<file path="config.mk">
export PLATFORM = sky130hd
export DESIGN_NAME = rcws_mod
export DESIGN_NICKNAME = d
export VERILOG_FILES = /design/src/rtl/core/rcws_pkg.sv /design/src/rtl/core/rcws_mod.sv
export SDC_FILE = /design/constraint.sdc
export NUM_CORES = 1
export LEC_CHECK = 0
export ABC_AREA = 1
export BUFFER_PORTS_ARGS = -buffer_cell sky130_fd_sc_hd__buf_2
export CAP_MARGIN = 20
export CORE_MARGIN = 4
export CORE_UTILIZATION = 40
export CTS_BUF_LIST = sky130_fd_sc_hd__clkbuf_2 sky130_fd_sc_hd__clkbuf_4 sky130_fd_sc_hd__clkbuf_8
export DETAILED_ROUTE_END_ITERATION = 10
export GPL_TIMING_DRIVEN = 0
export PLACE_DENSITY = 0.65
export SLEW_MARGIN = 15
export SYNTH_ARGS = -nofsm -noshare
export SYNTH_HDL_FRONTEND = slang
export SYNTH_SLANG_ARGS = --single-unit
export TNS_END_PERCENT = 1
</file>
<file path="constraint.sdc">
create_clock -name clk_i -period 2.1 [get_ports clk_i]
set_clock_uncertainty 0.2 [all_clocks]
set_input_delay 0.42 -clock clk_i [delete_from_list [all_inputs] [get_ports clk_i]]
set_output_delay 0.42 -clock clk_i [all_outputs]
set_load 0.02 [all_outputs]
</file>
<file path="src/rtl/core/rcws_pkg.sv">
// Package of the round robin capped worker select unit: sizes, codes and types.
// Used by every module of the block but rcws_ram; depends on nothing.
package rcws_pkg;

  // Size of the link count store and the width of its address.
  localparam int unsigned MaxWorkers = 256;
  localparam int unsigned AddrW      = $clog2(MaxWorkers);

  // Field widths.
  localparam int unsigned WorkerW  = 8;
  localparam int unsigned CountW   = 9;
  localparam int unsigned LinkW    = 16;
  localparam int unsigned CfgDataW = 16;
  localparam int unsigned CfgIdxW  = 2;

  // Highest number of workers that can take part in a search.
  localparam int unsigned ActiveCap = (MaxWorkers < 256) ? MaxWorkers : 256;

  // Register indexes of the configuration port.
  localparam logic [CfgIdxW-1:0] REG_WORKER_COUNT = 2'd0;
  localparam logic [CfgIdxW-1:0] REG_MAX_LINKS    = 2'd1;

  // Reset values of the configuration registers.
  localparam logic [CountW-1:0] WorkerCountRst = 9'd1;
  localparam logic [LinkW-1:0]  MaxLinksRst    = 16'd64;

  // Result codes.
  typedef enum logic [1:0] {
    STAT_ASSIGNED = 2'd0,
    STAT_FULL     = 2'd1,
    STAT_RELEASED = 2'd2,
    STAT_IGNORED  = 2'd3
  } status_e;

  // Controller states.
  typedef enum logic [2:0] {
    S_IDLE,
    S_MOD,
    S_SEARCH,
    S_RELCHK,
    S_RESULT
  } state_e;

  // Access from the controller to the link count store.
  typedef struct packed {
    logic             we;
    logic [AddrW-1:0] waddr;
    logic [LinkW-1:0] wdata;
    logic [AddrW-1:0] raddr;
  } mem_req_t;

endpackage

</file>
<file path="src/rtl/core/rcws_mod.sv">
// Remainder unit for the pointer advance: restoring division, one bit a cycle.
// Depends on rcws_pkg; a dividend below the divisor skips the iteration.
module rcws_mod
  import rcws_pkg::*;
(
  input  logic               clk_i,
  input  logic               rst_ni,
  input  logic               start_i,
  input  logic [CountW-1:0]  dividend_i,
  input  logic [CountW-1:0]  divisor_i,
  output logic               done_o,
  output logic [WorkerW-1:0] rem_o
);

  localparam int unsigned CntW = $clog2(CountW + 1);

  logic              busy_q, done_q;
  logic [CntW-1:0]   cnt_q;
  logic [CountW-1:0] dvd_q;
  logic [CountW-1:0] rem_q;
  logic [CountW:0]   trial;
  logic [CountW:0]   step;

  // One restoring step: shift in the next dividend bit and subtract if it fits.
  always_comb begin
    trial = {rem_q, dvd_q[CountW-1]};
    if (trial >= {1'b0, divisor_i}) begin
      step = trial - {1'b0, divisor_i};
    end else begin
      step = trial;
    end
  end

  // Control of the iteration.
  always_ff @(posedge clk_i or negedge rst_ni) begin
    if (!rst_ni) begin
      busy_q <= 1'b0;
      done_q <= 1'b0;
      cnt_q  <= '0;
    end else begin
      done_q <= 1'b0;
      if (start_i) begin
        if (dividend_i < divisor_i) begin
          done_q <= 1'b1;
        end else begin
          busy_q <= 1'b1;
          cnt_q  <= CntW'(CountW);
        end
      end else if (busy_q) begin
        cnt_q <= cnt_q - CntW'(1);
        if (cnt_q == CntW'(1)) begin
          busy_q <= 1'b0;
          done_q <= 1'b1;
        end
      end
    end
  end

  // Datapath of the iteration.
  always_ff @(posedge clk_i) begin
    if (start_i) begin
      if (dividend_i < divisor_i) begin
        rem_q <= dividend_i;
      end else begin
        rem_q <= '0;
        dvd_q <= dividend_i;
      end
    end else if (busy_q) begin
      rem_q <= step[CountW-1:0];
      dvd_q <= {dvd_q[CountW-2:0], 1'b0};
    end
  end

  assign done_o = done_q;
  assign rem_o  = WorkerW'(rem_q);

endmodule

</file>
==> results.cfg <==
[run_status]
status = complete, no violations

[clocking]
clk_pin_slew_ns = 0.08
clk_root_buffer_cell = clkbuf_8
htree_levels = 1
cts_buffer_depth = 2
cts_inserted_buffers = 3
cts_tree = yes
cts.sinks = 24
insertion_delay_ns = 0.26

[global_routing]
antenna_found_initial = 0
first_global_vias = 1731
grt_pass1_wl_mm = 7.672
grt_overflow = 0
grt_max_degree = 14
grt_usage_pct = 15.19

[worst_setup_path]
cp_common_cell = nand2_4
cp.arrival_ns = 1.91
path_cells = inv_2 > ha_4 > inv_2 > fa_2 > nand2_2 > nand2_4 > nand3b_4 > nand2_4 > nand2_4 > nand3b_1 > nand3_1 > nand2_1
cp_max_fo = 5
worst_path_max_delay_cell = edfxtp_1
reg2regPathDepth = 12
critPathLaunchType = flop
critPathKind = reg2reg
slowest_delay_ns = 0.39
endpoint_kind = flop
critical_path_required_ns = 1.92

[drt]
vias_per_cell = 4.650
drt_pass1_iterations = 4
ant_nets = 0
drt-initial-drc-count = 64
num_vias = 1753
drc = 0
routed_wl_mm = 4.494
routedWlPerCell_um = 11.92

[synthesis]
yosysWarnings = 0
synth_cell_type_count = 27
yosysSeqAreaShare_pct = 34.16
synth.avg_cell_area_um2 = 7.434
synth-seq-cells = 24
netlist_area_mm2 = 0.002022
mappedNetlistNets = 313
synth_cells = 272

[floorplan]
start_util_pct = 41.97
die_area_mm2 = 0.006256
core_mm2 = 0.004817
pin_count = 30
num_rows = 25
die_width_um = 79.10
die_h_um = 79.10

[timing]
worst_pin_slew_ns = 0.4330
max_freq_mhz = 479.5
slew-limit-headroom_pct = 71.13
setup_viol = 0
rsz0062_at_grt = true
hold_violations = 0
fin_crit_sh_pct = 99.32
finalSetupTns_ns = 0
slew_viol_final = 0
period_minus_slack_ns = 2.086

[placed_design]
place_area_mm2 = 0.002246
dp_hpwl_mm = 3.608
port-buffer-count = 28
globalplace.congestion = 0.8458

[finish]
antenna_cells_inserted = 0
nets = 352
syn_to_final_growth_pct = 22.15
stdcell_area_mm2 = 0.002470
layout-drive-gt1-share_pct = 24.19

[min_path]
min_path_type = in2reg
holdPathStages = 3

[power]
p_leak_nw = 1.289
powerDensity_mw_per_mm2 = 1274
max-vdd-ir-drop_mv = 0.6729

[job]
cap_violations = 0
[routing by layer]
layer	track usage, %	vias to the layer above	routed length [µm]
met5	0	-	0
met4	5.670	0	78
met3	1.927	7	166
met2	25.76	31	2273
met1	19.71	780	1976
li1	-	935	-
[area by class of cell]
type / instances / area [µm²]
buffer: 13 / 90.09
multi-input combinational: 198 / 1234
fill: 502 / 2347
timing repair buffer: 33 / 180.2
inverter: 38 / 142.6
clock buffer: 4 / 48.80
tap: 67 / 83.83
sequential: 24 / 690.7
[power breakdown]
part,switching [mW],total [mW],internal (mW)
combinational,1.14,1.98,0.843
clock,0.138,0.286,0.148
sequential,0.138,0.883,0.745
[Yosys cell counts]
cell / n / share of area [%]
a21o_1: 1 / 0.37
a21oi_1: 6 / 1.5
buf_4: 9 / 3.3
buf_6: 1 / 0.56
clkbuf_1: 3 / 0.56
dfrtp_1: 6 / 7.4
edfxtp_1: 18 / 27
fa_1: 1 / 0.99
ha_1: 19 / 12
inv_1: 38 / 7.1
nand2_1: 100 / 19
nand2_2: 6 / 1.9
nand2_4: 1 / 0.56
nand2_8: 1 / 0.99
nand3_1: 26 / 6.4
nand3b_1: 9 / 3.3
nand3b_2: 1 / 0.56
nand4_1: 1 / 0.31
nor2_1: 12 / 2.2
nor2_2: 2 / 0.62
nor2_4: 1 / 0.56
nor3_2: 1 / 0.50
o21ai_0: 3 / 0.74
o22ai_1: 1 / 0.31
or2_4: 1 / 0.43
xnor2_1: 2 / 0.87
xor2_1: 2 / 0.87
[kinds of logic (layout without fill, tap and decap cells)]
| group | count (synthesis) | count (layout) | synth area share, % |
|---|---|---|---|
| simple gates | 162 | 163 | 36.94 |
| flops | 24 | 24 | 34.16 |
| fa+ha+maj | 20 | 20 | 12.75 |
| buf+inv | 51 | 88 | 11.51 |
| compound gates | 11 | 11 | 2.909 |
| xor+xnor | 4 | 4 | 1.733 |
[worst max-delay path, delay by kind of cell, from the launching register on]
| family | cells | cell delay, ns |
|---|---|---|
| buffers and inverters | 2 | 0.13 |
| and+or+nand+nor | 8 | 0.67 |
| DFF | 1 | 0.39 |
| adders and majority gates | 2 | 0.46 |
[final timing paths]
check,start,end,slack (ns)
min reg2reg,dvd_q[2],dvd_q[3],0.32
max in group asynchronous,rst_ni,done_o,1.27
min in group asynchronous,rst_ni,cnt_q[0],0.30
min,dividend_i[3],rem_q[3],0.27
max reg2reg,dvd_q[8],rem_q[8],0.01
max,dvd_q[8],rem_q[8],0.01
[state kept, by name (all words and copies together) (netlist names)]
register and flops:
dvd_q 9, rem_q 9, cnt_q 4, busy_q 1, done_o 1
[cells in the final DEF (no fill, tap or decap), drive strengths merged]
cell type and count:
nand2 109, buf 42, inv 38, nand3 26
ha 19, edfxtp 18, nor2 15, nand3b 10
clkbuf 7, a21oi 6, dfrtp 6, o21ai 3
xor2 2, xnor2 2, or2 1, nor3 1
a21o 1, nand4 1, o22ai 1, fa 1
dlygate4sd3 1
[what timing repair did]
item / CTS / global route
endpoints found under the hold margin: 6 / 0
hold buffers: 1 / 0
setup buffers: 2 / 2
gates cloned: 1 / 0
gates resized for setup: 14 / 10
endpoints found under the setup margin: 19 / 20
pin swaps: 14 / 9
[metrics by stage]
step	hold slack, ns	setup slack [ns]	util, %	total power, mW	std cells
global placement	0.04815	-0.2959	46.62	2.568	367
finish	0.2666	0.01434	51.27	3.148	377
global route	0.2769	-0.09467	51.27	3.458	377
CTS	0.2623	-0.006720	49.92	3.048	375
floorplan	-0.07559	0.02934	-	2.231	272
detailed placement	0.04823	-0.2998	46.62	2.608	367
(Power assumes the default switching activity.)
