===== src/rtl/core/rcws_pkg.sv =====
// Package of the round robin capped worker select unit: sizes, codes and types.
// Used by every module of the block but rcws_ram; depends on nothing.
package rcws_pkg;

  // Size of the link count store and the width of its address.
  localparam int unsigned MaxWorkers = 256;
  localparam int unsigned AddrW      = $clog2(MaxWorkers);

  // Field widths.
  localparam int unsigned WorkerW  = 8;
  localparam int unsigned CountW   = 9;
  localparam int unsigned LinkW    = 16;
  localparam int unsigned CfgDataW = 16;
  localparam int unsigned CfgIdxW  = 2;

  // Highest number of workers that can take part in a search.
  localparam int unsigned ActiveCap = (MaxWorkers < 256) ? MaxWorkers : 256;

  // Register indexes of the configuration port.
  localparam logic [CfgIdxW-1:0] REG_WORKER_COUNT = 2'd0;
  localparam logic [CfgIdxW-1:0] REG_MAX_LINKS    = 2'd1;

  // Reset values of the configuration registers.
  localparam logic [CountW-1:0] WorkerCountRst = 9'd1;
  localparam logic [LinkW-1:0]  MaxLinksRst    = 16'd64;

  // Result codes.
  typedef enum logic [1:0] {
    STAT_ASSIGNED = 2'd0,
    STAT_FULL     = 2'd1,
    STAT_RELEASED = 2'd2,
    STAT_IGNORED  = 2'd3
  } status_e;

  // Controller states.
  typedef enum logic [2:0] {
    S_IDLE,
    S_MOD,
    S_SEARCH,
    S_RELCHK,
    S_RESULT
  } state_e;

  // Access from the controller to the link count store.
  typedef struct packed {
    logic             we;
    logic [AddrW-1:0] waddr;
    logic [LinkW-1:0] wdata;
    logic [AddrW-1:0] raddr;
  } mem_req_t;

endpackage


===== src/rtl/core/rcws_ctrl.sv =====
// Controller: configuration registers, rotate pointer, search sequencer and result register.
// Depends on rcws_pkg; drives the link count store and the remainder unit.
module rcws_ctrl
  import rcws_pkg::*;
(
  input  logic                clk_i,
  input  logic                rst_ni,
  input  logic                in_valid_i,
  output logic                in_stall_o,
  input  logic                operation_i,
  input  logic [WorkerW-1:0]  release_worker_i,
  output logic                out_valid_o,
  input  logic                out_stall_i,
  output logic [1:0]          status_o,
  output logic [WorkerW-1:0]  chosen_worker_o,
  input  logic                cfg_valid_i,
  output logic                cfg_ready_o,
  input  logic [CfgIdxW-1:0]  cfg_index_i,
  input  logic [CfgDataW-1:0] cfg_data_i,
  output mem_req_t            mem_req_o,
  input  logic [LinkW-1:0]    mem_rdata_i,
  output logic                mod_start_o,
  output logic [CountW-1:0]   mod_dividend_o,
  output logic [CountW-1:0]   mod_divisor_o,
  input  logic                mod_done_i,
  input  logic [WorkerW-1:0]  mod_rem_i
);

  state_e             state_q, state_d;
  logic [CountW-1:0]  wc_q;
  logic [LinkW-1:0]   cap_q;
  logic [WorkerW-1:0] ptr_q;
  logic [WorkerW-1:0] idx_q, idx_next;
  logic [CountW-1:0]  issued_q;
  logic               pend_q;
  logic [WorkerW-1:0] pend_addr_q;
  logic [AddrW-1:0]   rel_addr_q;
  logic               rel_ok_q;
  status_e            res_status_q;
  logic [WorkerW-1:0] res_worker_q;
  logic               out_valid_q;
  status_e            out_status_q;
  logic [WorkerW-1:0] out_worker_q;
  logic [CountW-1:0]  n_active;
  logic               accept, hit, search_last, issue, out_free, out_load, rel_take;

  // Active worker count, limited by the store size.
  assign n_active = (wc_q > CountW'(ActiveCap)) ? CountW'(ActiveCap) : wc_q;

  // Handshake and search conditions.
  assign accept      = in_valid_i && (state_q == S_IDLE);
  assign hit         = pend_q && (mem_rdata_i < cap_q);
  assign search_last = pend_q && !hit && (issued_q == n_active);
  assign issue       = (state_q == S_SEARCH) && !hit && (issued_q != n_active);
  assign out_free    = !out_valid_q || !out_stall_i;
  assign out_load    = (state_q == S_RESULT) && out_free;
  assign rel_take    = rel_ok_q && (mem_rdata_i != '0);
  assign idx_next    = (({1'b0, idx_q} + CountW'(1)) == n_active) ? '0 : idx_q + WorkerW'(1);

  // Next state.
  always_comb begin
    state_d = state_q;
    unique case (state_q)
      S_IDLE: begin
        if (accept) begin
          if (operation_i) begin
            state_d = S_RELCHK;
          end else if (n_active == '0) begin
            state_d = S_RESULT;
          end else begin
            state_d = S_MOD;
          end
        end
      end
      S_MOD: begin
        if (mod_done_i) begin
          state_d = S_SEARCH;
        end
      end
      S_SEARCH: begin
        if (hit || search_last) begin
          state_d = S_RESULT;
        end
      end
      S_RELCHK: state_d = S_RESULT;
      S_RESULT: begin
        if (out_free) begin
          state_d = S_IDLE;
        end
      end
      default: state_d = S_IDLE;
    endcase
  end

  // Outputs toward the store, the remainder unit and the input side.
  always_comb begin
    mem_req_o       = '0;
    mem_req_o.raddr = AddrW'(release_worker_i);
    mod_start_o     = 1'b0;
    unique case (state_q)
      S_IDLE: begin
        mod_start_o = accept && !operation_i && (n_active != '0);
      end
      S_SEARCH: begin
        mem_req_o.raddr = AddrW'(idx_q);
        mem_req_o.we    = hit;
        mem_req_o.waddr = AddrW'(pend_addr_q);
        mem_req_o.wdata = mem_rdata_i + LinkW'(1);
      end
      S_RELCHK: begin
        mem_req_o.we    = rel_take;
        mem_req_o.waddr = rel_addr_q;
        mem_req_o.wdata = mem_rdata_i - LinkW'(1);
      end
      S_MOD, S_RESULT: begin
        mem_req_o.we = 1'b0;
      end
      default: begin
        mem_req_o.we = 1'b0;
      end
    endcase
  end

  assign in_stall_o     = (state_q != S_IDLE);
  assign mod_dividend_o = {1'b0, ptr_q} + CountW'(1);
  assign mod_divisor_o  = n_active;
  assign cfg_ready_o    = 1'b1;

  // Control registers: state, configuration, pointer and output valid.
  always_ff @(posedge clk_i or negedge rst_ni) begin
    if (!rst_ni) begin
      state_q     <= S_IDLE;
      wc_q        <= WorkerCountRst;
      cap_q       <= MaxLinksRst;
      ptr_q       <= '0;
      out_valid_q <= 1'b0;
      pend_q      <= 1'b0;
    end else begin
      state_q <= state_d;
      if (cfg_valid_i) begin
        if (cfg_index_i == REG_WORKER_COUNT) begin
          wc_q <= cfg_data_i[CountW-1:0];
        end else if (cfg_index_i == REG_MAX_LINKS) begin
          cap_q <= cfg_data_i[LinkW-1:0];
        end
      end
      if ((state_q == S_MOD) && mod_done_i) begin
        ptr_q  <= mod_rem_i;
        pend_q <= 1'b0;
      end else if (state_q == S_SEARCH) begin
        pend_q <= issue;
      end
      if (out_load) begin
        out_valid_q <= 1'b1;
      end else if (!out_stall_i) begin
        out_valid_q <= 1'b0;
      end
    end
  end

  // Search and result datapath.
  always_ff @(posedge clk_i) begin
    if (accept) begin
      rel_addr_q   <= AddrW'(release_worker_i);
      rel_ok_q     <= (32'(release_worker_i) < MaxWorkers);
      res_status_q <= STAT_FULL;
      res_worker_q <= '0;
    end
    if ((state_q == S_MOD) && mod_done_i) begin
      idx_q    <= mod_rem_i;
      issued_q <= '0;
    end
    if (issue) begin
      pend_addr_q <= idx_q;
      idx_q       <= idx_next;
      issued_q    <= issued_q + CountW'(1);
    end
    if ((state_q == S_SEARCH) && hit) begin
      res_status_q <= STAT_ASSIGNED;
      res_worker_q <= pend_addr_q;
    end
    if (state_q == S_RELCHK) begin
      res_status_q <= rel_take ? STAT_RELEASED : STAT_IGNORED;
      res_worker_q <= '0;
    end
    if (out_load) begin
      out_status_q <= res_status_q;
      out_worker_q <= res_worker_q;
    end
  end

  assign out_valid_o     = out_valid_q;
  assign status_o        = out_status_q;
  assign chosen_worker_o = out_worker_q;

endmodule


===== config.mk =====
export PLATFORM = sky130hd
export DESIGN_NAME = rcws_ctrl
export DESIGN_NICKNAME = d
export VERILOG_FILES = /design/src/rtl/core/rcws_pkg.sv /design/src/rtl/core/rcws_ctrl.sv
export SDC_FILE = /design/constraint.sdc
export NUM_CORES = 1
export LEC_CHECK = 0
export BUFFER_PORTS_ARGS = -buffer_cell sky130_fd_sc_hd__buf_2
export CAP_MARGIN = 10
export CORE_MARGIN = 2
export CORE_UTILIZATION = 60
export CTS_CLUSTER_SIZE = 16
export DETAILED_ROUTE_END_ITERATION = 12
export HOLD_SLACK_MARGIN = 0.03
export PLACE_DENSITY = 0.89
export SLEW_MARGIN = 20
export SYNTH_ARGS = -nofsm -noshare
export SYNTH_HDL_FRONTEND = slang
export SYNTH_SLANG_ARGS = --single-unit

===== constraint.sdc =====
create_clock -name clk_i -period 10.1 [get_ports clk_i]
set_input_delay 0.505 -clock clk_i [delete_from_list [all_inputs] [get_ports clk_i]]
set_output_delay 0.505 -clock clk_i [all_outputs]
set_load 0.005 [all_outputs]

==> flow_summary.ini <==
[worst_setup_path]
path_cells = nand2b_1 > nor2_1 > buf_4 > ha_1 > o21a_1 > o211ai_1 > a21o_1 > nor4bb_1 > o31ai_1 > mux2i_1 > buf_2
crit_family = simple AND/OR/NAND/NOR gates
cpPeakStageDelay_ns = 0.62
worstPathArrival_ns = 3.95
critPathCaptureType = primary output
reg2reg_slack_ns = 6.86
critPathSlowestCell = nand2b_1
critical_path.max_fanout = 21
start_kind = register
cp.required_ns = 9.60
worst-path-buf-inv = 2
path_class = register to primary output

[yosys]
async_flop_share_pct = 41.8
synth.top_cells.by_count = nand2_1 (54), nor2_1 (48), edfxtp_1 (45)
ys_warn_count = 0
yosysSeqAreaShare_pct = 43.7
synth_fp_nets = 645
syn_area_um2 = 5640
avgSynthCellArea_um2 = 10.2
yosysTopAreaCell = edfxtp_1
synth_compound_area_share_pct = 10.8
synthAdderAreaFrac_pct = 7.45
synth_cells = 555
synth_area_leaders = edfxtp_1 (24%), dfrtp_1 (16%), ha_1 (7.1%), mux2_2 (6.2%), nand2_1 (3.6%)
synth_top_family_by_area = simple AND/OR/NAND/NOR gates
synth-main-ff-cell = edfxtp_1
yosys-mux-area-fraction_pct = 9.56
synth.most_common_cell = nand2_1
synthXorXnorAreaFrac_pct = 6.57
yosys.area_share.simple_pct = 17.8
synth_cell_type_count = 66
ys_seq_elements = 91
synth.top_cell.area_share_pct = 24.0
synth_edf_count = 45

[sta]
worst_slew_pin_slew_ns = 0.897
slew_violations = 0
finalSetupViolCount = 0
min_period_ns = 4.45
rsz0062_at_grt = no
relSlewSlack_pct = 40.2
fmax_mhz = 225
fin_crit_sh_pct = 44.1
worst_clock_skew_ns = 0.0164
setup_tns_ns = 0
hold_violations = 0
hold_ws_ns = 0.253

[die]
rows = 35
io_pins = 122
die_area_um2 = 10200
core_um2 = 9200
fp.dieH_um = 101
die_w_um = 101
initial_core_util_pct = 61.3

[clock_tree]
ctsResizeCount = 0
cts_tree = built
cts_sinks = 91
cts-buffers-inserted = 9
htreeDepth = 3
cts.reportedPaths.clkPinSlew_ns = 0.11
ctsHoldBuffers = 0
cts.path.max_buffers = 2
cts_root_buffer = clkbuf_8
clock_latency_ns = 0.37
post-cts-setup-buffers = 0

[place]
numPortBuffers = 120
hpwl_um = 10600
gp_congestion = 0.917
placedCellCount = 771

[pwr]
power_density_nw_per_um2 = 255
total_power_w = 0.00167
irDropWorstVdd_mv = 0.160
p_leak_nw = 2.96

[detailed_routing]
vias = 4809
wirelength_um = 14100
avgRoutedWirePerCell_um = 18.0
via_per_inst = 6.11
drt_iter0_markers = 385
detail-route-antenna-nets = 0
firstDrtPassIters = 5
drc = 0

[final_layout]
drive_gt1_share_pct = 27.2
area_delta_synth_final_pct = 15.8
antenna-diode-count = 0
nets = 761
final_cells = 787
nFillCells = 669

[grt]
grt_usage_pct = 28.6
grt_max_degree = 39
grt-ovfl-total = 0
grt_pass1_wl_um = 22900
grt_pass1_vias = 4714
antenna_found_initial = 0

[worst_hold_path]
min_path_type = input port to async pin

[run_status]
status = complete, no violations

[job]
maxCapViolations = 0
## power breakdown
group	switching [W]	internal, W
sequential	0.000129	0.000545
clock	0.000150	0.0000984
combinational	0.000411	0.000336
total	0.000690	0.000979
## cell families after synthesis
kind of cell,Yosys count
other,1
xor gates and xnor gates,39
DFF,91
buffers and inverters,56
AOI/OAI and AO/OA,89
muxes,50
adders and majority gates,33
and+or+nand+nor,196
## final timing paths
check | depth (start not counted) | endpoint | from
worst max-delay path | 11 | mem_req_o[23] | state_q[2]
worst min-delay path | 1 | ptr_q[3] | rst_ni
worst max register to register | 5 | idx_q[2] | state_q[2]
worst min register to register | 0 | chosen_worker_o[6] | res_worker_q[6]
max in group asynchronous | 1 | cap_q[10] | rst_ni
min in group clk_i | 1 | rel_addr_q[7] | release_worker_i[7]
## registers in the layout, indices dropped and copies added, names as in the netlist, 2 cells and up
| signal | flops |
|---|---|
| ptr_q | 8 |
| res_status_q | 2 |
| chosen_worker_o | 8 |
| pend_addr_q | 8 |
| cap_q | 16 |
| status_o | 2 |
| rel_addr_q | 8 |
| wc_q | 9 |
| state_q | 3 |
| idx_q | 8 |
| res_worker_q | 8 |
| issued_q | 9 |
## layer usage
| metal | part of all wire (%) | routed length [um] | vias up | track usage (%) |
|---|---|---|---|---|
| li1 | - | - | 2233 | - |
| met1 | 39 | 5450 | 2292 | 35.3 |
| met2 | 52 | 7350 | 229 | 50.2 |
| met3 | 6.4 | 901 | 55 | 4.65 |
| met4 | 3.1 | 438 | 0 | 11.0 |
| met5 | 0 | 0 | - | 0 |
## placed cells by master (no fill, tap or decap), types with 4 or more instances in the layout
| master | count |
|---|---|
| a211oi_1 | 4 |
| a21o_1 | 7 |
| a21oi_1 | 27 |
| a31oi_1 | 5 |
| a32o_1 | 9 |
| and2_1 | 5 |
| and3_1 | 8 |
| and4_1 | 4 |
| buf_2 | 120 |
| buf_4 | 4 |
| clkbuf_8 | 9 |
| dfrtp_1 | 36 |
| dfxtp_1 | 8 |
| edfxtp_1 | 45 |
| ha_1 | 32 |
| inv_1 | 36 |
| mux2_2 | 31 |
| mux2i_1 | 19 |
| nand2_1 | 54 |
| nand2b_1 | 7 |
| nand3_1 | 12 |
| nor2_1 | 48 |
| nor2b_1 | 8 |
| nor3_1 | 17 |
| nor4_1 | 8 |
| o211ai_1 | 4 |
| o21ai_0 | 12 |
| xnor2_1 | 22 |
| xor2_1 | 15 |
## per-stage QoR
stage	setup slack [ns]	area (um^2)	utilization, %
floorplan	6.50	5640	-
global placement	6.25	6320	68.8
detailed placement	6.09	6320	68.8
CTS	5.68	6530	71.0
global route	5.48	6530	71.0
finish	5.65	6530	71.0
## worst reg2reg max path: cells and delay by family, from the launching register on
family / cells / cell delay [ns]
AOI/OAI and AO/OA: 1 / 0.17
buffers and inverters: 1 / 0.25
DFF: 1 / 0.50
and+or+nand+nor: 3 / 1.96
## area by class of cell
type                    instances  area, um^2  share of cell area [%]
inverters                      37         139                    2.13
well taps                     111         139                    2.13
clock inverters                 7        81.3                    1.24
flip-flops and latches         91        2460                    37.7
clock buffers                   9         124                    1.90
repair buffers                124         631                    9.65
multi-input cells             408        2960                    45.2
No activity file was read; power rests on OpenSTA's default activity.
